### config.mk
export PLATFORM = sky130hd
export DESIGN_NAME = thread_scheduler_mutex_flat
export DESIGN_NICKNAME = d
export VERILOG_FILES = /design/src/design/tsm_pkg.sv /design/src/design/tsm_if.sv /design/src/design/tsm_sched.sv /design/src/design/tsm_out_reg.sv /design/src/design/thread_scheduler_mutex.sv /design/src/flat_wrapper.sv
export SDC_FILE = /design/constraint.sdc
export NUM_CORES = 1
export LEC_CHECK = 0
export ABC_AREA = 1
export BUFFER_PORTS_ARGS = -buffer_cell sky130_fd_sc_hd__buf_2
export CORE_MARGIN = 5
export CORE_UTILIZATION = 35
export CTS_CLUSTER_SIZE = 8
export DETAILED_ROUTE_END_ITERATION = 7
export PLACE_DENSITY = 0.57
export SLEW_MARGIN = 5
export SYNTH_ARGS = -nofsm -noshare
export SYNTH_HDL_FRONTEND = slang
export SYNTH_SLANG_ARGS = --single-unit
### constraint.sdc
create_clock -name clk_i -period 3.6 [get_ports clk_i]
set_input_delay 0.36 -clock clk_i [delete_from_list [all_inputs] [get_ports clk_i]]
set_output_delay 0.36 -clock clk_i [all_outputs]
set_load 0.1 [all_outputs]
### src/design/tsm_pkg.sv
// ----------------------------------------------------------------------------
// tsm_pkg: shared types and constants of the thread scheduler
// Field widths, operation and status codes, and the result record.
// ----------------------------------------------------------------------------
package tsm_pkg;

  localparam int unsigned THREAD_COUNT_DEF = 4;
  localparam int unsigned MUTEX_COUNT_DEF  = 4;

  localparam int unsigned OP_W    = 3;
  localparam int unsigned MIDX_W  = 2;
  localparam int unsigned ADDR_W  = 16;
  localparam int unsigned ARG_W   = 16;
  localparam int unsigned RUN_W   = 3;
  localparam int unsigned CRT_W   = 2;
  localparam int unsigned STAT_W  = 2;

  typedef enum logic [OP_W-1:0] {
    OP_SPAWN  = 3'd0,
    OP_YIELD  = 3'd1,
    OP_LOCK   = 3'd2,
    OP_UNLOCK = 3'd3,
    OP_EXIT   = 3'd4
  } op_e;

  typedef enum logic [STAT_W-1:0] {
    ST_OK        = 2'd0,
    ST_NO_FREE   = 2'd1,
    ST_NO_READY  = 2'd2,
    ST_EXIT_INIT = 2'd3
  } status_e;

  typedef struct packed {
    logic [RUN_W-1:0]         running_thread;
    logic [CRT_W-1:0]         created_thread;
    logic                     fresh_start;
    logic [ADDR_W-1:0]        start_address;
    logic signed [ARG_W-1:0]  start_argument;
    status_e                  status;
  } result_t;

endpackage

### src/design/tsm_if.sv
// ----------------------------------------------------------------------------
// tsm_if: event and result channels of the thread scheduler
// Valid/ready channels; a transfer happens when valid and ready are both high.
// ----------------------------------------------------------------------------
interface tsm_event_if
  import tsm_pkg::*;
();
  logic                    valid;
  logic                    ready;
  logic [OP_W-1:0]         opcode;
  logic [MIDX_W-1:0]       mutex_index;
  logic [ADDR_W-1:0]       entry_address;
  logic signed [ARG_W-1:0] start_value;

  modport source (output valid, opcode, mutex_index, entry_address, start_value,
                  input ready);
  modport sink   (input valid, opcode, mutex_index, entry_address, start_value,
                  output ready);
endinterface

interface tsm_result_if
  import tsm_pkg::*;
();
  logic                    valid;
  logic                    ready;
  logic [RUN_W-1:0]        running_thread;
  logic [CRT_W-1:0]        created_thread;
  logic                    fresh_start;
  logic [ADDR_W-1:0]       start_address;
  logic signed [ARG_W-1:0] start_argument;
  logic [STAT_W-1:0]       status;

  modport source (output valid, running_thread, created_thread, fresh_start,
                         start_address, start_argument, status,
                  input ready);
  modport sink   (input valid, running_thread, created_thread, fresh_start,
                        start_address, start_argument, status,
                  output ready);
endinterface

### src/design/tsm_sched.sv
// ----------------------------------------------------------------------------
// tsm_sched: queue state and event logic
// Holds the linked free, ready and wait queues, the running slot, the mutex
// flags and the per-slot entry and argument stores. One event per transfer.
// ----------------------------------------------------------------------------
module tsm_sched
  import tsm_pkg::*;
#(
  parameter int unsigned THREAD_COUNT = THREAD_COUNT_DEF,
  parameter int unsigned MUTEX_COUNT  = MUTEX_COUNT_DEF
) (
  input  logic                    clk_i,
  input  logic                    rst_ni,
  input  logic                    accept_i,
  input  logic [OP_W-1:0]         opcode_i,
  input  logic [MIDX_W-1:0]       mutex_index_i,
  input  logic [ADDR_W-1:0]       entry_address_i,
  input  logic signed [ARG_W-1:0] start_value_i,
  output result_t                 result_o
);

  localparam int unsigned SLOTS = THREAD_COUNT + 1;
  localparam int unsigned SW    = $clog2(SLOTS + 1);
  localparam int unsigned LW    = $clog2(SLOTS);
  localparam int unsigned TW    = $clog2(THREAD_COUNT);
  localparam int unsigned MW    = (MUTEX_COUNT > 1) ? $clog2(MUTEX_COUNT) : 1;
  localparam logic [SW-1:0] NIL  = SW'(THREAD_COUNT + 1);
  localparam logic [SW-1:0] INIT = SW'(THREAD_COUNT);
  localparam logic [SW-1:0] NSL  = SW'(SLOTS);
  localparam logic [SW-1:0] NTH  = SW'(THREAD_COUNT);

  logic [SW-1:0] link_q [SLOTS];
  logic [SW-1:0] link_d [SLOTS];
  logic [SW-1:0] free_head_q, free_head_d, free_tail_q, free_tail_d;
  logic [SW-1:0] ready_head_q, ready_head_d, ready_tail_q, ready_tail_d;
  logic [SW-1:0] running_q, running_d;
  logic [SW-1:0] wait_head_q [MUTEX_COUNT];
  logic [SW-1:0] wait_head_d [MUTEX_COUNT];
  logic [SW-1:0] wait_tail_q [MUTEX_COUNT];
  logic [SW-1:0] wait_tail_d [MUTEX_COUNT];
  logic [MUTEX_COUNT-1:0]  held_q, held_d;
  logic [THREAD_COUNT-1:0] never_run_q, never_run_d;
  logic [ADDR_W-1:0]       entry_q [THREAD_COUNT];
  logic signed [ARG_W-1:0] arg_q [THREAD_COUNT];

  logic          store_we;
  logic [SW-1:0] store_slot;
  logic [4:0]    m_wide;
  logic [MW-1:0] m_idx;
  logic          m_ok;

  assign m_wide = {3'b000, mutex_index_i};
  assign m_idx  = m_wide[MW-1:0];
  assign m_ok   = (m_wide < 5'(MUTEX_COUNT));

  always_comb begin
    logic [SW-1:0] p;
    logic [SW-1:0] r;
    logic [SW-1:0] wh;
    logic [SW-1:0] wt;
    logic          disp;
    link_d       = link_q;
    free_head_d  = free_head_q;
    free_tail_d  = free_tail_q;
    ready_head_d = ready_head_q;
    ready_tail_d = ready_tail_q;
    running_d    = running_q;
    wait_head_d  = wait_head_q;
    wait_tail_d  = wait_tail_q;
    held_d       = held_q;
    never_run_d  = never_run_q;
    store_we     = 1'b0;
    store_slot   = free_head_q;
    disp         = 1'b0;
    p            = NIL;
    r            = running_q;
    wh           = wait_head_q[m_idx];
    wt           = wait_tail_q[m_idx];
    result_o                = '0;
    result_o.status         = ST_OK;

    case (op_e'(opcode_i))
      OP_SPAWN: begin
        if (free_head_q >= NTH) begin
          result_o.status = ST_NO_FREE;
        end else begin
          p = free_head_q;
          free_head_d = link_q[p[LW-1:0]];
          if (free_head_d >= NSL) begin
            free_head_d = NIL;
            free_tail_d = NIL;
          end
          store_we = 1'b1;
          never_run_d[p[TW-1:0]] = 1'b1;
          link_d[p[LW-1:0]] = NIL;
          if (ready_head_q >= NSL) begin
            ready_head_d = p;
          end else if (ready_tail_q < NSL) begin
            link_d[ready_tail_q[LW-1:0]] = p;
          end
          ready_tail_d = p;
          result_o.created_thread = CRT_W'(p);
        end
      end
      OP_YIELD: begin
        link_d[r[LW-1:0]] = NIL;
        if (ready_head_d >= NSL) begin
          ready_head_d = r;
        end else if (ready_tail_d < NSL) begin
          link_d[ready_tail_d[LW-1:0]] = r;
        end
        ready_tail_d = r;
        disp = 1'b1;
      end
      OP_LOCK: begin
        if (m_ok) begin
          if (!held_q[m_idx]) begin
            held_d[m_idx] = 1'b1;
          end else if (ready_head_q >= NSL) begin
            result_o.status = ST_NO_READY;
          end else begin
            link_d[r[LW-1:0]] = NIL;
            if (wh >= NSL) begin
              wait_head_d[m_idx] = r;
            end else if (wt < NSL) begin
              link_d[wt[LW-1:0]] = r;
            end
            wait_tail_d[m_idx] = r;
            disp = 1'b1;
          end
        end
      end
      OP_UNLOCK: begin
        if (m_ok) begin
          if (wh < NSL) begin
            link_d[r[LW-1:0]] = NIL;
            if (ready_head_q >= NSL) begin
              ready_head_d = r;
            end else if (ready_tail_q < NSL) begin
              link_d[ready_tail_q[LW-1:0]] = r;
            end
            ready_tail_d = r;
            // The first waiter takes over; the mutex stays held.
            p = wh;
            wait_head_d[m_idx] = link_d[wh[LW-1:0]];
            if (wait_head_d[m_idx] >= NSL) begin
              wait_head_d[m_idx] = NIL;
              wait_tail_d[m_idx] = NIL;
            end
            running_d = p;
          end else begin
            held_d[m_idx] = 1'b0;
          end
        end
      end
      OP_EXIT: begin
        if (running_q >= NTH) begin
          result_o.status = ST_EXIT_INIT;
        end else if (ready_head_q >= NSL) begin
          result_o.status = ST_NO_READY;
        end else begin
          link_d[r[LW-1:0]] = NIL;
          if (free_head_q >= NSL) begin
            free_head_d = r;
          end else if (free_tail_q < NSL) begin
            link_d[free_tail_q[LW-1:0]] = r;
          end
          free_tail_d = r;
          disp = 1'b1;
        end
      end
      default: begin
      end
    endcase

    // Pop of the ready queue, shared by yield, contended lock and exit.
    if (disp) begin
      p = ready_head_d;
      ready_head_d = link_d[p[LW-1:0]];
      if (ready_head_d >= NSL) begin
        ready_head_d = NIL;
        ready_tail_d = NIL;
      end
      running_d = p;
    end

    if (running_d != running_q || disp) begin
      if (running_d < NTH && never_run_q[running_d[TW-1:0]]) begin
        never_run_d[running_d[TW-1:0]] = 1'b0;
        result_o.fresh_start    = 1'b1;
        result_o.start_address  = entry_q[running_d[TW-1:0]];
        result_o.start_argument = arg_q[running_d[TW-1:0]];
      end
    end
    result_o.running_thread = RUN_W'(running_d);
  end

  always_ff @(posedge clk_i or negedge rst_ni) begin
    if (!rst_ni) begin
      for (int i = 0; i < SLOTS; i++) begin
        link_q[i] <= (i < THREAD_COUNT - 1) ? SW'(i + 1) : NIL;
      end
      free_head_q  <= '0;
      free_tail_q  <= SW'(THREAD_COUNT - 1);
      ready_head_q <= NIL;
      ready_tail_q <= NIL;
      running_q    <= INIT;
      for (int i = 0; i < MUTEX_COUNT; i++) begin
        wait_head_q[i] <= NIL;
        wait_tail_q[i] <= NIL;
      end
      held_q      <= '0;
      never_run_q <= '0;
    end else if (accept_i) begin
      link_q       <= link_d;
      free_head_q  <= free_head_d;
      free_tail_q  <= free_tail_d;
      ready_head_q <= ready_head_d;
      ready_tail_q <= ready_tail_d;
      running_q    <= running_d;
      wait_head_q  <= wait_head_d;
      wait_tail_q  <= wait_tail_d;
      held_q       <= held_d;
      never_run_q  <= never_run_d;
    end
  end

  always_ff @(posedge clk_i) begin
    if (accept_i && store_we) begin
      entry_q[store_slot[TW-1:0]] <= entry_address_i;
      arg_q[store_slot[TW-1:0]]   <= start_value_i;
    end
  end

endmodule

### src/design/tsm_out_reg.sv
// ----------------------------------------------------------------------------
// tsm_out_reg: result register
// Holds one result until the sink takes it; a new event can be taken in the
// same cycle that the held result is transferred.
// ----------------------------------------------------------------------------
module tsm_out_reg
  import tsm_pkg::*;
(
  input  logic    clk_i,
  input  logic    rst_ni,
  input  logic    load_i,
  input  result_t result_i,
  input  logic    out_ready_i,
  output logic    out_valid_o,
  output logic    in_ready_o,
  output result_t result_o
);

  logic    valid_q;
  result_t data_q;

  assign in_ready_o  = !valid_q || out_ready_i;
  assign out_valid_o = valid_q;
  assign result_o    = data_q;

  always_ff @(posedge clk_i or negedge rst_ni) begin
    if (!rst_ni) begin
      valid_q <= 1'b0;
    end else if (load_i) begin
      valid_q <= 1'b1;
    end else if (out_ready_i) begin
      valid_q <= 1'b0;
    end
  end

  always_ff @(posedge clk_i) begin
    if (load_i) begin
      data_q <= result_i;
    end
  end

endmodule

### src/design/thread_scheduler_mutex.sv
// ----------------------------------------------------------------------------
// thread_scheduler_mutex: FIFO thread scheduler with mutexes
// Channel   Direction  Payload
// evt_i     in         opcode, mutex_index, entry_address, start_value
// res_o     out        running_thread, created_thread, fresh_start,
//                      start_address, start_argument, status
// The result of each transferred event is valid in the next cycle; one
// event per cycle is sustained while the sink is ready.
// The event channel stalls only while a result waits and the sink is not
// ready. Reset is asynchronous and puts all slots but the initial context
// in the free queue; no clearing pass is needed.
// ----------------------------------------------------------------------------
module thread_scheduler_mutex
  import tsm_pkg::*;
#(
  parameter int unsigned THREAD_COUNT = THREAD_COUNT_DEF,
  parameter int unsigned MUTEX_COUNT  = MUTEX_COUNT_DEF
) (
  input  logic          clk_i,
  input  logic          rst_ni,
  tsm_event_if.sink     evt_i,
  tsm_result_if.source  res_o
);

  logic    accept;
  logic    in_ready;
  result_t next_result;
  result_t held_result;

  assign accept      = evt_i.valid && in_ready;
  assign evt_i.ready = in_ready;

  tsm_sched #(
    .THREAD_COUNT (THREAD_COUNT),
    .MUTEX_COUNT  (MUTEX_COUNT)
  ) u_sched (
    .clk_i           (clk_i),
    .rst_ni          (rst_ni),
    .accept_i        (accept),
    .opcode_i        (evt_i.opcode),
    .mutex_index_i   (evt_i.mutex_index),
    .entry_address_i (evt_i.entry_address),
    .start_value_i   (evt_i.start_value),
    .result_o        (next_result)
  );

  tsm_out_reg u_out_reg (
    .clk_i       (clk_i),
    .rst_ni      (rst_ni),
    .load_i      (accept),
    .result_i    (next_result),
    .out_ready_i (res_o.ready),
    .out_valid_o (res_o.valid),
    .in_ready_o  (in_ready),
    .result_o    (held_result)
  );

  assign res_o.running_thread = held_result.running_thread;
  assign res_o.created_thread = held_result.created_thread;
  assign res_o.fresh_start    = held_result.fresh_start;
  assign res_o.start_address  = held_result.start_address;
  assign res_o.start_argument = held_result.start_argument;
  assign res_o.status         = held_result.status;

endmodule
### src/flat_wrapper.sv
// flat-port wrapper written by rule: the top's interface ports become plain ports
module thread_scheduler_mutex_flat import tsm_pkg::*;
#(
  parameter int unsigned THREAD_COUNT = THREAD_COUNT_DEF,
  parameter int unsigned MUTEX_COUNT  = MUTEX_COUNT_DEF
)
  (clk_i, rst_ni, evt_i_valid, evt_i_opcode, evt_i_mutex_index, evt_i_entry_address, evt_i_start_value, evt_i_ready, res_o_valid, res_o_running_thread, res_o_created_thread, res_o_fresh_start, res_o_start_address, res_o_start_argument, res_o_status, res_o_ready);
  tsm_event_if evt_i_i ();
  tsm_result_if res_o_i ();
  input  logic clk_i;
  input  logic rst_ni;
  input wire logic [$bits(evt_i_i.valid)-1:0] evt_i_valid;
  input wire logic [$bits(evt_i_i.opcode)-1:0] evt_i_opcode;
  input wire logic [$bits(evt_i_i.mutex_index)-1:0] evt_i_mutex_index;
  input wire logic [$bits(evt_i_i.entry_address)-1:0] evt_i_entry_address;
  input wire logic [$bits(evt_i_i.start_value)-1:0] evt_i_start_value;
  output wire logic [$bits(evt_i_i.ready)-1:0] evt_i_ready;
  output wire logic [$bits(res_o_i.valid)-1:0] res_o_valid;
  output wire logic [$bits(res_o_i.running_thread)-1:0] res_o_running_thread;
  output wire logic [$bits(res_o_i.created_thread)-1:0] res_o_created_thread;
  output wire logic [$bits(res_o_i.fresh_start)-1:0] res_o_fresh_start;
  output wire logic [$bits(res_o_i.start_address)-1:0] res_o_start_address;
  output wire logic [$bits(res_o_i.start_argument)-1:0] res_o_start_argument;
  output wire logic [$bits(res_o_i.status)-1:0] res_o_status;
  input wire logic [$bits(res_o_i.ready)-1:0] res_o_ready;
  assign evt_i_i.valid = evt_i_valid;
  assign evt_i_i.opcode = evt_i_opcode;
  assign evt_i_i.mutex_index = evt_i_mutex_index;
  assign evt_i_i.entry_address = evt_i_entry_address;
  assign evt_i_i.start_value = evt_i_start_value;
  assign evt_i_ready = evt_i_i.ready;
  assign res_o_valid = res_o_i.valid;
  assign res_o_running_thread = res_o_i.running_thread;
  assign res_o_created_thread = res_o_i.created_thread;
  assign res_o_fresh_start = res_o_i.fresh_start;
  assign res_o_start_address = res_o_i.start_address;
  assign res_o_start_argument = res_o_i.start_argument;
  assign res_o_status = res_o_i.status;
  assign res_o_i.ready = res_o_ready;
  thread_scheduler_mutex #(.THREAD_COUNT(THREAD_COUNT), .MUTEX_COUNT(MUTEX_COUNT)) u_core (.clk_i(clk_i), .rst_ni(rst_ni), .evt_i(evt_i_i), .res_o(res_o_i));
endmodule
# == Yosys cells after proc, flatten, opt, wreduce, memory -nomap -nowiden ==
# Memory sizes are Yosys's and may differ from the RTL's.
# Cells that the tools add are included.
# totals
regBits,103
latch_bits,0
ram_bits,128
romBits,0
input_bits,41
output_inout_bits,42
elab_cells,272
memories,2
# mem_list
memory,words,width,rd,rd_ports_with_merged_regs,wr,line_no,source
u_core.u_sched.arg_q,4,16,1,0,1,tsm_sched.sv:44,logic signed [ARG_W-1:0] arg_q [THREAD_COUNT];
u_core.u_sched.entry_q,4,16,1,0,1,tsm_sched.sv:43,logic [ADDR_W-1:0] entry_q [THREAD_COUNT];
# op_classes
add_sub_neg,0
n_mul,0
div,0
n_lt_le_gt_ge,34
n_eq_ne,19
shift,0
muxes,138
n_bitwise,26
reduce_logical,26
# op_table
cell,count
$mux W15,19
$mux W12,13
$mux W3,43
$pmux W15 S5,1
$bwmux W15,4
$pmux W12 S2,2
$demux W3 S3,5
$bwmux W12,3
$mux W33,1
$mux W4,8
$ge A4 B4 Y1 const B,7
$ne A2 B2 Y1 const B,14
$not A3 Y4,7
$bmux W3 S3,3
$ge A3 B3 Y1 const B,9
$lt A4 B1 Y1 const B,5
$or A10 B10 Y10,2
$bmux W3 S2,3
$pmux W3 S3,2
$reduce_and A6 Y1,3
$and A4 B4 Y4,4
$mux W1,16
$or A8 B8 Y8,2
$reduce_and A8 Y1,2
other kinds (29),65

# == Longest topological paths before layout ==
# logic_depth
word_depth,25
mapped_depth,23
ltp_nobuf,21

# == Cells and area by module ==
# A second synthesis with hierarchy kept.
# hier_totals
cells_unflattened,1301
area_unflattened_um2,11856.4
# by_module_without_submodules
mod,instances,cells_per_inst,area_per_inst_um2,seq_area_each_um2
tsm_sched,1,1254,10602.7,5434.0
tsm_out_reg,1,45,1246.2,1226.2
thread_scheduler_mutex,1,2,7.5,0.0

# == Least setup slack after synthesis ==
# No wires, ideal clock.
# synth_timing
path_kind,register -> register
startpoint,reg u_core.u_out_reg.valid_q (netlist: u_core.u_out_reg.out_valid_o)
endpoint,reg u_core.u_sched.never_run_q[0]
setup_time_ns,0.063
arrival_ns,3.939
required_time_ns,3.537
slack_ns,-0.401
path_stages_with_launch,9
path_buffers,0
synth_period_minus_slack_ns,4.001
path_cell_list,dfrtp_1 > nand2_1 > nand2_1 > clkinv_1 > nand2_1 > nor2_1 > or2_2 > nand2_1 > inv_1
# synth_via
elab_chain_cells,3
# synth_rtl
element,line_no,source
"start, declared",tsm_out_reg.sv:19,logic valid_q;
"start signal, assigned",tsm_out_reg.sv:28,valid_q <= 1'b0;
"start signal, assigned",tsm_out_reg.sv:30,valid_q <= 1'b1;
"start signal, assigned",tsm_out_reg.sv:32,valid_q <= 1'b0;
$logic_not A1 Y1,tsm_out_reg.sv:22,assign in_ready_o = !valid_q || out_ready_i;
$logic_or A1 B1 Y1,tsm_out_reg.sv:22,
net evt_i_ready,flat_wrapper.sv:17,output wire logic [$bits(evt_i_i.ready)-1:0] evt_i_ready;
$logic_and A1 B1 Y1,thread_scheduler_mutex.sv:30,assign accept = evt_i.valid && in_ready;
"end signal, assigned",tsm_sched.sv:224,never_run_q <= never_run_d;
"end, declared",tsm_sched.sv:42,"logic [THREAD_COUNT-1:0] never_run_q, never_run_d;"
# The timed path passes the listed nets, and every way through them passes these cells.
# A chain may end at the register's enable or synchronous reset.

# == Worst setup path in the final report ==
# layout_timing
startpoint,reg u_core.u_sched.ready_head_q[0]
endpoint,"reg u_core.u_out_reg.data_q, in the netlist u_core.u_out_reg.result_o[6], data pin"
# layout_via
elab_chain_cells,10
elab_cells_between_ends,21
cone_classes,2 x order compare; 1 x eq/ne; 14 x mux; 3 x reduce/logical; 1 x memory
# layout_rtl
element,line_no,source
"start, declared",tsm_sched.sv:35,"logic [SW-1:0] ready_head_q, ready_head_d, ready_tail_q, ready_tail_d;"
"start signal, assigned",tsm_sched.sv:218,ready_head_q <= ready_head_d;
$ge A3 B3 Y1,--,
$mux W3 or $mux W1 (tied branches),--,
$mux W3 or $mux W1 (tied branches),"tsm_sched.sv:135, tsm_sched.sv:117",
$mux W3 or $mux W1 (tied branches),"tsm_sched.sv:134, tsm_sched.sv:116",
$pmux W3 S3 or $pmux W1 S3 (tied branches),tsm_sched.sv:82,case (op_e'(opcode_i))
$mux W3,tsm_sched.sv:177,if (disp) begin
$bmux W1 S2,tsm_sched.sv:188,if (running_d < NTH && never_run_q[running_d[TW-1:0]]) begin
$mux W1 (implied by the code),tsm_sched.sv:188,
$logic_and A1 B1 Y1,tsm_sched.sv:188,
$reduce_and A2 Y1 (no source line),--,
"end signal, assigned",tsm_out_reg.sv:38,data_q <= result_i;
"end, declared",tsm_out_reg.sv:20,result_t data_q;
# Parallel ways exist; a longest one is shown, timed or not. The select of a mux whose other input is x is not followed.

==> qor.yml <==
outcome: "complete, no violations"
hold_viol_final: 0
pwr_density_cell_nw_per_um2: 781.3
syn_to_final_growth_pct: 17.80
placed_area_um2: 13160
cts_root_buf: "clkbuf_16"
cts_resized: 0
syn-cell-area_um2: 12010
grt_max_degree: 74
synth_top_family_by_area: "simple AND/OR/NAND/NOR gates"
timing.hold.ws_ns: 0.05600
rows: 67
syn_nets: 1452
cts_tree: "built"
synth_area_leaders: "edfxtp_1 42%, nand2_1 13%, dfstp_2 6.8%, dfrtp_1 6.7%, nand3_1 6.2%"
die_w_um: 195.2
critPathKind: "flop to flop"
yosys.area.top_type: "edfxtp_1"
slew_headroom: 0.3472
skew_ns: 0.02109
postCtsHoldBufs: 1
wl_um: 37400
final_cell_area_um2: 14140
finalSetupViolations: 0
synthCells: 1411
grt_setup_unrepaired: "false"
vias_per_cell: 5.308
finish.net_count: 1568
grt_util_met2: 0.3005
synth_seq_cells: 231
antenna_violating_nets_post_route: 0
ff2ff_setup_slack_ns: 0.47
cp-start-kind: "flop"
clock_path_buffers: 3
post_cts_buffers: 0
worst_slew_pin_slew_ns: 0.9792
layout-drive-gt1-share: 0.1593
grt_pass1_vias: 10200
cp-end-kind: "flop"
ios: 83
globalplace.congestion: 0.9712
reg2reg_from: "u_core.u_sched.ready_head_q[0]"
hold_depth: 1
core_um2: 33700
synth_xor_area_frac: 0
cp_max_fo: 33
overflow: 0
cts.sinks: 231
yosysWarnings: 0
synth_compound_area_frac: 0.1212
antenna_found_initial: 3
drt_iter0_markers: 973
pre_cts_slack_ns: 0.2628
die_area_um2: 38110
min_from: "evt_i_entry_address[14]"
wl_per_cell_um: 18.78
drt_first_pass_iters: 6
yosys.area_share.simple: 0.2712
use_met3: 0.04187
h-tree-depth: 2
fin_crit_ns: 3.133
ys_types: 48
post_synth.cell_area_avg_um2: 8.508
synthMuxAreaShare: 0
synth_top_area_share: 0.4202
grt_use_met1: 0.2687
synth_edf_count: 168
numCtsBuffers: 34
arrival_ns: 3.39
portBuffers: 82
r2r-end: "u_core.u_out_reg.result_o[6]"
grt.busiest_layer: "met2"
worstHoldPathType: "input port to flop"
final_max_slew_viol_count: 0
die_h_um: 195.2
timing.fmax_ghz: 0.3192
seq_area_frac_synth: 0.5548
clk_latency_ns: 0.52
drc: 0
grt_use_total: 0.1913
grt_pass1_wl_um: 58670
ys_async_sr_fraction: 0.2727
num_vias: 10570
synth_fa_ha_area_frac: 0
power_uw: 11050
min_period_over_period: 0.8702
hpwl_um: 25530
power_leakage_uw: 0.006006
holdPathEnd: "u_core.u_sched.entry_q[3][14]"
n_antenna_cell: 0
clkTransAtPathRegs_ns: 0.05
required_ns: 3.85
reg2regPathDepth: 15
synthFlopType: "edfxtp_1"
drv_cap: 0
ir_drop_mv: 0.4789
start_util: 0.3562
setup_ws_ns: 0.4674
worst max-delay path: stages, from the launching register on:
cell and delay (ns):
dfstp_2 0.58, o21ai_1 0.11, nand2_1 0.14, nor2_2 0.05
inv_1 0.20, nand3_1 0.20, inv_2 0.21, o211ai_1 0.17
o21ai_4 0.11, buf_4 0.26, nand2_1 0.10, o22ai_1 0.24
nor2_4 0.09, nand2_2 0.08, buf_12 0.22, nor2_1 0.08
power breakdown:
part           internal, uW  total, uW  leakage (uW)  switching, uW
registers              3390       3760       0.00228            368
logic                  1130       4380       0.00326           3240
clock network          1750       2920      0.000464           1160
cell type report:
type / count / area, um^2
Clock buffer: 50 / 910.9
Clock inverter: 3 / 58.81
Fill cell: 3364 / 19560
Inverter: 96 / 360.3
Multi-Input combinational cell: 1027 / 4741
Sequential cell: 231 / 6660
Tap cell: 448 / 560.5
Timing Repair Buffer: 137 / 850.8
cells in the mapped netlist (2+ instances only):
master and count:
buf_2 21, o21ai_4 2, a21oi_2 4, dfstp_2 31, nand2_1 419, a21oi_1 94, o21a_1 3, nand3_1 148
o21ai_0 83, o211ai_1 9, clkinv_1 2, buf_1 2, dfrtp_1 32, nand4_1 7, inv_1 89, a311oi_1 4
nor2_1 164, buf_6 2, clkbuf_1 27, o31ai_1 3, o21ai_1 2, edfxtp_1 168, o2111ai_1 2, nor3_1 8
nor2_2 3, o21bai_1 2, a31oi_1 29, nand2_2 5, or2_2 6, inv_2 5, nor2_4 3, o22ai_1 6
a211oi_1 3, nand2_4 5, buf_4 5
registers in the layout, indices dropped and copies added, names as in the netlist, named ones only:
name                          flops
u_core.u_sched.link_q            15
u_core.u_sched.ready_tail_q       3
u_core.u_sched.wait_tail_q       12
u_core.u_out_reg.out_valid_o      1
u_core.u_sched.wait_head_q       12
u_core.u_sched.entry_q           64
u_core.u_out_reg.result_o        40
u_core.u_sched.running_q          3
u_core.u_sched.free_head_q        3
u_core.u_sched.arg_q             64
u_core.u_sched.free_tail_q        3
u_core.u_sched.never_run_q        4
u_core.u_sched.ready_head_q       3
cells in the final DEF, fill, tap and decap left out, types with 8 or more instances in the layout:
master	netlist	layout
buf_2	21	82
o211ai_1	9	9
nor3_1	8	8
dfrtp_1	32	32
inv_1	89	89
o21ai_0	83	83
buf_4	5	52
a21oi_1	94	94
edfxtp_1	168	168
nor2_1	164	160
a31oi_1	29	29
clkbuf_16	0	34
clkbuf_1	27	16
nand2_1	419	419
nand3_1	148	148
dfstp_2	31	31
through the flow:
step	instances	setup TNS, ns	util
floorplan	1411	-58.41	-
global placement	1938	0	0.3906
detailed placement	1938	0	0.3906
CTS	1992	0	0.4197
global route	1992	0	0.4197
finish	1992	0	0.4197
routing by layer:
layer	vias up	wire length, um
met2	403	16870
li1	5039	-
met1	5039	16560
met3	87	2905
met5	-	29
met4	6	1037
cell families after synthesis:
family	count (synthesis)
buffers and inverters	153
AOI/OAI and AO/OA	254
DFF	231
and+or+nand+nor	773
worst max-delay path by stage:
stage                                              start                             end  slack, ns  cells past startpoint
after global routing      u_core.u_sched.ready_head_q[0]    u_core.u_out_reg.result_o[6]       0.27                     16
after detailed placement            evt_i_mutex_index[0]  u_core.u_sched.ready_tail_q[1]       0.26                     23
final                     u_core.u_sched.ready_head_q[0]    u_core.u_out_reg.result_o[6]       0.47                     15
after global placement              evt_i_mutex_index[0]  u_core.u_sched.ready_tail_q[1]       0.32                     21
after CTS                 u_core.u_sched.ready_head_q[0]    u_core.u_out_reg.result_o[6]       0.50                     15
after floorplan             u_core.u_out_reg.out_valid_o   u_core.u_sched.never_run_q[0]      -0.40                      8
Note: power is estimated with default switching activity, not from simulation.
